### config.mk
export PLATFORM = sky130hd
export DESIGN_NAME = char_lcd_text_writer
export DESIGN_NICKNAME = d
export VERILOG_FILES = /design/src/clw_pkg.sv /design/src/clw_planner.sv /design/src/char_lcd_text_writer.sv
export SDC_FILE = /design/constraint.sdc
export NUM_CORES = 1
export LEC_CHECK = 0
export BUFFER_PORTS_ARGS = -buffer_cell sky130_fd_sc_hd__buf_4
export CORE_ASPECT_RATIO = 2
export CORE_UTILIZATION = 55
export DETAILED_ROUTE_END_ITERATION = 8
export PLACE_DENSITY = 0.73
export SYNTH_ARGS = -nofsm -noshare
export SYNTH_HDL_FRONTEND = slang
export SYNTH_SLANG_ARGS = --single-unit
### constraint.sdc
create_clock -name clk -period 4.95 [get_ports clk]
set_input_delay 0.99 -clock clk [delete_from_list [all_inputs] [get_ports clk]]
set_output_delay 0.99 -clock clk [all_outputs]
set_load 0.05 [all_outputs]
### src/clw_pkg.sv
package clw_pkg;

    // display geometry
    localparam int ROWS      = 4;
    localparam int COLS      = 20;
    localparam int CHAR_CAP  = ROWS * COLS;

    // longest burst of bus writes for one transaction (the init sequence)
    localparam int INIT_LEN  = 7;
    localparam int CNT_W     = 3;

    // request modes
    localparam logic [1:0] MODE_INIT   = 2'd0;
    localparam logic [1:0] MODE_CLEAR  = 2'd1;
    localparam logic [1:0] MODE_SCREEN = 2'd2;
    localparam logic [1:0] MODE_LINE   = 2'd3;

    // character codes and commands
    localparam logic [7:0] CH_END      = 8'h00;
    localparam logic [7:0] CH_NEWLINE  = 8'h0A;
    localparam logic [7:0] CMD_CLEAR   = 8'h01;

    typedef struct packed {
        logic [1:0] mode;
        logic [7:0] text_char;
        logic       first_char;
        logic [1:0] start_row;
        logic [4:0] start_col;
    } item_t;

    typedef struct packed {
        logic [7:0] bus_byte;
        logic       is_data;
        logic       last;
    } bus_wr_t;

    // one queued bus write
    typedef struct packed {
        logic [7:0] code;
        logic       is_data;
    } wr_t;

    typedef struct packed {
        logic [1:0] row;
        logic [4:0] col;
        logic [6:0] taken;
        logic       stopped;
    } lcd_state_t;

    typedef struct packed {
        wr_t [INIT_LEN-1:0] w;
        logic [CNT_W-1:0]   cnt;
        lcd_state_t         nxt;
    } plan_t;

    function automatic logic [7:0] row_base(input logic [1:0] row);
        logic [7:0] b;
        unique case (row)
            2'd0: b = 8'h80;
            2'd1: b = 8'hC0;
            2'd2: b = 8'h94;
            2'd3: b = 8'hD4;
        endcase
        return b;
    endfunction

    function automatic logic [7:0] init_byte(input logic [CNT_W-1:0] idx);
        logic [7:0] b;
        case (idx)
            3'd0, 3'd1, 3'd2: b = 8'h30;
            3'd3:             b = 8'h3C;
            3'd4:             b = 8'h0C;
            3'd5:             b = 8'h01;
            default:          b = 8'h06;
        endcase
        return b;
    endfunction

    function automatic wr_t set_addr(input logic [1:0] row, input logic [4:0] col);
        wr_t r;
        r.code    = row_base(row) + {3'b000, col};
        r.is_data = 1'b0;
        return r;
    endfunction

endpackage

### src/clw_planner.sv
module clw_planner
    import clw_pkg::*;
(
    input  item_t      item,
    input  lcd_state_t cur,
    output plan_t      plan
);

    lcd_state_t         st;
    wr_t [INIT_LEN-1:0] w;
    logic [CNT_W-1:0]   n;
    logic               go;
    logic               pos;

    always_comb
    begin
        st  = cur;
        w   = '0;
        n   = '0;
        go  = 1'b0;
        pos = (item.mode == MODE_LINE);

        unique case (item.mode)
            MODE_INIT:
            begin
                for (int i = 0; i < INIT_LEN; i++)
                begin
                    w[i].code    = init_byte(CNT_W'(i));
                    w[i].is_data = 1'b0;
                end
                n      = CNT_W'(INIT_LEN);
                st.row = '0;
                st.col = '0;
            end
            MODE_CLEAR:
            begin
                w[0].code    = CMD_CLEAR;
                w[0].is_data = 1'b0;
                n            = CNT_W'(1);
                st.row       = '0;
                st.col       = '0;
            end
            MODE_SCREEN:
            begin
                if (item.first_char)
                begin
                    w[0].code    = CMD_CLEAR;
                    w[0].is_data = 1'b0;
                    n            = CNT_W'(1);
                    st.row       = '0;
                    st.col       = '0;
                    st.taken     = '0;
                    st.stopped   = 1'b0;
                end
                go = !st.stopped;
            end
            MODE_LINE:
            begin
                if (item.first_char)
                begin
                    if (int'(item.start_row) < ROWS && int'(item.start_col) < COLS)
                    begin
                        w[0]       = set_addr(item.start_row, item.start_col);
                        n          = CNT_W'(1);
                        st.row     = item.start_row;
                        st.col     = item.start_col;
                        st.stopped = 1'b0;
                    end
                    else
                    begin
                        st.stopped = 1'b1;
                    end
                end
                go = !st.stopped;
            end
        endcase

        // one character of a string
        if (go)
        begin
            if (item.text_char == CH_END)
            begin
                st.stopped = 1'b1;
            end
            else if (pos || int'(st.taken) < CHAR_CAP)
            begin
                if (!pos)
                    st.taken = st.taken + 7'd1;
                if (item.text_char == CH_NEWLINE)
                begin
                    if (int'(st.row) + 1 < ROWS)
                    begin
                        w[n]   = set_addr(st.row + 2'd1, 5'd0);
                        n      = n + CNT_W'(1);
                        st.row = st.row + 2'd1;
                        st.col = '0;
                        if (pos)
                            st.stopped = 1'b1;
                    end
                    else
                    begin
                        st.stopped = 1'b1;
                    end
                end
                else if (int'(st.col) + 1 < COLS)
                begin
                    w[n].code    = item.text_char;
                    w[n].is_data = 1'b1;
                    n            = n + CNT_W'(1);
                    w[n]         = set_addr(st.row, st.col + 5'd1);
                    n            = n + CNT_W'(1);
                    st.col       = st.col + 5'd1;
                end
                else if (int'(st.col) + 1 == COLS)
                begin
                    w[n].code    = item.text_char;
                    w[n].is_data = 1'b1;
                    n            = n + CNT_W'(1);
                    if (pos)
                        st.stopped = 1'b1;
                end
                else if (pos)
                begin
                    st.stopped = 1'b1;
                end
            end
        end

        plan.w   = w;
        plan.cnt = n;
        plan.nxt = st;
    end

endmodule

### src/char_lcd_text_writer.sv
// Character LCD text writer for a 4 x 20 HD44780-style display. Each request
// transaction (init, clear, or one character of a whole-screen or positioned
// string) turns into zero to seven 8-bit bus write transactions, each tagged
// command or data, with last set on the final write of the request. A request
// is registered, planned in one pass against the tracked cursor, and its
// writes are queued; the bus side then delivers one write per cycle while
// bus_stall is low. A clear is one write, a printable character one to
// three, init seven; an ignored character writes nothing. The single write
// port is what sets the rate. An accepted request sits in the input register
// and its writes in the queue before the first goes out. The next request is
// planned in the same cycle that the previous request's last write is taken.
module char_lcd_text_writer
    import clw_pkg::*;
(
    input  logic    clk,
    input  logic    rst_n,

    // request channel
    input  logic    item_valid,
    output logic    item_stall,
    input  item_t   item,

    // bus write channel
    output logic    bus_valid,
    input  logic    bus_stall,
    output bus_wr_t bus_wr
);

    // input register
    item_t              in_reg;
    logic               in_vld_reg;

    // cursor and string tracking
    lcd_state_t         st_reg;

    // queue of planned bus writes for the current request
    wr_t [INIT_LEN-1:0] q_reg;
    logic [CNT_W-1:0]   q_cnt_reg;
    logic [CNT_W-1:0]   q_idx_reg;
    logic               q_vld_reg;

    plan_t              plan;
    logic               is_last;
    logic               out_take;
    logic               q_free;
    logic               load;

    clw_planner u_planner
    (
        .item (in_reg),
        .cur  (st_reg),
        .plan (plan)
    );

    assign is_last  = (q_idx_reg == q_cnt_reg - CNT_W'(1));
    assign out_take = q_vld_reg & ~bus_stall;
    // queue can take a new plan when empty or when its last write leaves now
    assign q_free   = ~q_vld_reg | (out_take & is_last);
    assign load     = in_vld_reg & q_free;

    // the input register frees up whenever its request gets planned
    assign item_stall = in_vld_reg & ~load;

    assign bus_valid        = q_vld_reg;
    assign bus_wr.bus_byte  = q_reg[q_idx_reg].code;
    assign bus_wr.is_data   = q_reg[q_idx_reg].is_data;
    assign bus_wr.last      = is_last;

    // control state
    always_ff @(posedge clk or negedge rst_n)
    begin
        if (!rst_n)
        begin
            in_vld_reg <= 1'b0;
            st_reg     <= '0;
            q_cnt_reg  <= '0;
            q_idx_reg  <= '0;
            q_vld_reg  <= 1'b0;
        end
        else
        begin
            if (item_valid && !item_stall)
                in_vld_reg <= 1'b1;
            else if (load)
                in_vld_reg <= 1'b0;

            if (load)
                st_reg <= plan.nxt;

            // a request that writes nothing leaves the queue alone
            if (load && plan.cnt != '0)
            begin
                q_cnt_reg <= plan.cnt;
                q_idx_reg <= '0;
                q_vld_reg <= 1'b1;
            end
            else if (out_take)
            begin
                if (is_last)
                    q_vld_reg <= 1'b0;
                else
                    q_idx_reg <= q_idx_reg + CNT_W'(1);
            end
        end
    end

    // payload
    always_ff @(posedge clk)
    begin
        if (item_valid && !item_stall)
            in_reg <= item;
        if (load && plan.cnt != '0)
            q_reg <= plan.w;
    end

endmodule
==> metrics.csv <==
metric;value;unit
total power per unit cell area;658;nW/um^2
multiplexer share of the synthesized area;0.0525;
all-layer global routing usage;0.313;
cts hold-fix bufs;0;
pre-CTS setup slack;0.767;ns
EDFF count, synth;71;
Clock Tree Root;clkbuf_16;
IO Pins;34;
CP Class;reg2reg;
Worst IR Drop VDD;0.000313;V
drt wl/cell;22.9;um
ys flop type;edfxtp_1;
Largest register FFs;53;
Yosys cell types;73;
Area Growth Syn to Fin;13.1;%
worst-path fanout max;57;
HP Class;reg2reg;
setup bufs post-CTS;0;
Post-layout nets;578;
final setup margin;0.727;ns
TritonCTS buffer count;9;
Post-Synth Adder-Cell Area;0.0357;
post-synthesis xor/xnor area fraction;0.0183;
cts repair resizes;0;
NetSw;0.00173;W
most frequent cells in the layout;edfxtp_1, nand2_1, buf_4, a21oi_1, nor2_1;
Crit. End Element;flop;
via count;4129;
leak pwr;2.33;nW
RePlAce Congestion;1.04;
final core utilization;0.638;
main combinational cell family by area after synthesis;compound AO/OA/AOI/OAI gates;
Period Utilization, post-route;0.853;
vias per std cell;6.35;
leading cell type in the layout, fill and taps excluded;edfxtp_1;
Critical Path AT;4.19;ns
P_int;0.00218;W
drt drc;0;
Gate power share;0.478;
Initial Utilization;0.565;
Peak Freq;237;MHz
Initial DRC Count;341;
core area;9320;sq um
clock-pin slew on the worst setup and hold paths;0.06;ns
Hold Vio Cnt, Final;0;
num rows;50;
CTS tree;yes;
die extent in x;71.2;um
ys async rst share;0.245;
ANT cells;0;
flops & latches, synth;94;
Port Buffers;33;
largest net degree at the start of global routing;58;
Final Skew;0.0104;ns
Clk Latency, worst-skew pair;0.34;ns
Mapped Cells;490;
remaining antenna violation count after routing;0;
crit start category;flop;
Post-Syn Area per Cell;10.7;sq um
initial antenna violation count;0;
Yosys Warn Count;0;
vias in the first global route;4222;
die area;9990;sq um
RSZ-0062 raised after global routing;no;
CTS Buffer Depth;2;
total power;0.00391;W
fin crit period;4.22;ns
first-pass GRT wire length;22.6;mm
data required time of the worst path;4.92;ns
Synth Area in Compound Gates;0.193;
Post-DP HPWL;11.5;mm
status;completed;
total routed wirelength;14.9;mm
CTS H-tree lvls;3;
drt pass-1 iters;5;
Sequential Power Share;0.363;
Pins Over Slew Limit;0;
Clock power frac;0.159;
slew margin rel.;0.400;
total of max-cap violations;0;
Mapped Area;5260;sq um
share of cells above drive strength 1;0.161;
Fin Setup TNS;0;ns
Final Setup Violations;0;
TritonCTS Sinks;94;
register area share after synthesis;0.515;
total gr overflow;0;
die height;140;um
Synth Area in Simple Gates;0.152;
switch share;0.443;
worst slew pin tran;0.901;ns
worst max-delay path: stages, from the launching register on:
cell	delay (ns)
edfxtp_1	0.63
and3_2	0.34
and2_1	0.27
a22oi_1	0.43
inv_1	0.17
ha_1	0.33
nor2_1	0.47
nand3b_1	0.17
and3_1	0.26
a31oi_4	0.17
buf_4	0.57
layer usage:
layer  share of wire  vias to the layer above  global-route usage
li1                -                     1934                   -
met1            0.32                     1975               0.290
met2            0.57                      170               0.598
met3           0.039                       50              0.0374
met4           0.070                        0               0.231
met5               0                        -                   0
cell type report:
type / count / area (sq um)
Fill cell: 751 / 3370
Tap cell: 104 / 130
Multi-Input combinational cell: 377 / 2470
Clock inverter: 5 / 33.8
Sequential cell: 94 / 2710
Inverter: 17 / 63.8
Timing Repair Buffer: 42 / 315
Clock buffer: 11 / 233
cell families after synthesis:
group	Yosys count
multiplexers	22
flip-flops	94
XOR/XNOR	11
other	1
buffers and inverters	42
adder cells (fa/ha/maj)	15
AND/OR/NAND/NOR	161
AO/OA/AOI/OAI	144
power by group through the flow:
stage | Clock (W) | Combinational [W] | Sequential, W
2_1_floorplan | 0 | 0.00141 | 0.00134
3_3_place_gp | 0 | 0.00184 | 0.00142
3_5_place_dp | 0 | 0.00186 | 0.00143
4_1_cts | 0.000639 | 0.00187 | 0.00142
5_1_grt | 0.000658 | 0.00201 | 0.00144
6_report | 0.000622 | 0.00187 | 0.00142
worst paths after layout:
kind	from	to	slack, ns	cells past startpoint
worst min-delay path	st_reg[10]	st_reg[10]	0.47	2
min in group asynchronous	rst_n	st_reg[5]	0.54	1
worst min register to register	st_reg[10]	st_reg[10]	0.47	2
max in group asynchronous	rst_n	st_reg[13]	4.15	1
worst max register to register	in_reg[16]	q_reg[5]	0.73	10
worst max-delay path	in_reg[16]	q_reg[5]	0.73	10
cells in the mapped netlist, types with 3 or more instances:
master | instances | area (sq um)
a21oi_1 | 35 | 175
buf_1 | 3 | 11.3
a22o_1 | 5 | 43.8
mux2i_1 | 16 | 160
and4_1 | 3 | 26.3
a31oi_1 | 5 | 31.3
mux4_2 | 4 | 90.1
nand2_1 | 53 | 199
dfrtp_1 | 23 | 576
edfxtp_1 | 71 | 2130
nor3b_1 | 4 | 30.0
a21bo_2 | 3 | 30.0
ha_1 | 15 | 188
o22ai_1 | 6 | 37.5
buf_4 | 3 | 22.5
clkbuf_1 | 14 | 52.6
nor2b_1 | 5 | 31.3
a211oi_1 | 3 | 22.5
inv_1 | 16 | 60.1
buf_2 | 5 | 25.0
nand2b_1 | 5 | 31.3
and2_1 | 6 | 37.5
o211ai_2 | 4 | 50.1
a211oi_2 | 3 | 37.5
nand4_1 | 9 | 56.3
xor2_1 | 3 | 26.3
o21ai_1 | 8 | 40.0
nor2_1 | 35 | 131
a21o_1 | 5 | 37.5
a22oi_1 | 3 | 22.5
and3_1 | 9 | 56.3
nand3_1 | 8 | 40.0
or2_2 | 5 | 31.3
o21ai_0 | 30 | 150
nor3_1 | 7 | 35.0
xnor2_1 | 8 | 70.1
o221ai_1 | 5 | 43.8
through the flow:
stage	hold slack, ns	instances	instance area (sq um)
5_1_grt	0.511	650	5950
3_5_place_dp	0.464	634	5680
4_1_cts	0.478	650	5950
6_report	0.473	650	5950
3_3_place_gp	0.456	634	5680
2_1_floorplan	0.440	513	5350
(Power assumes the default switching activity.)
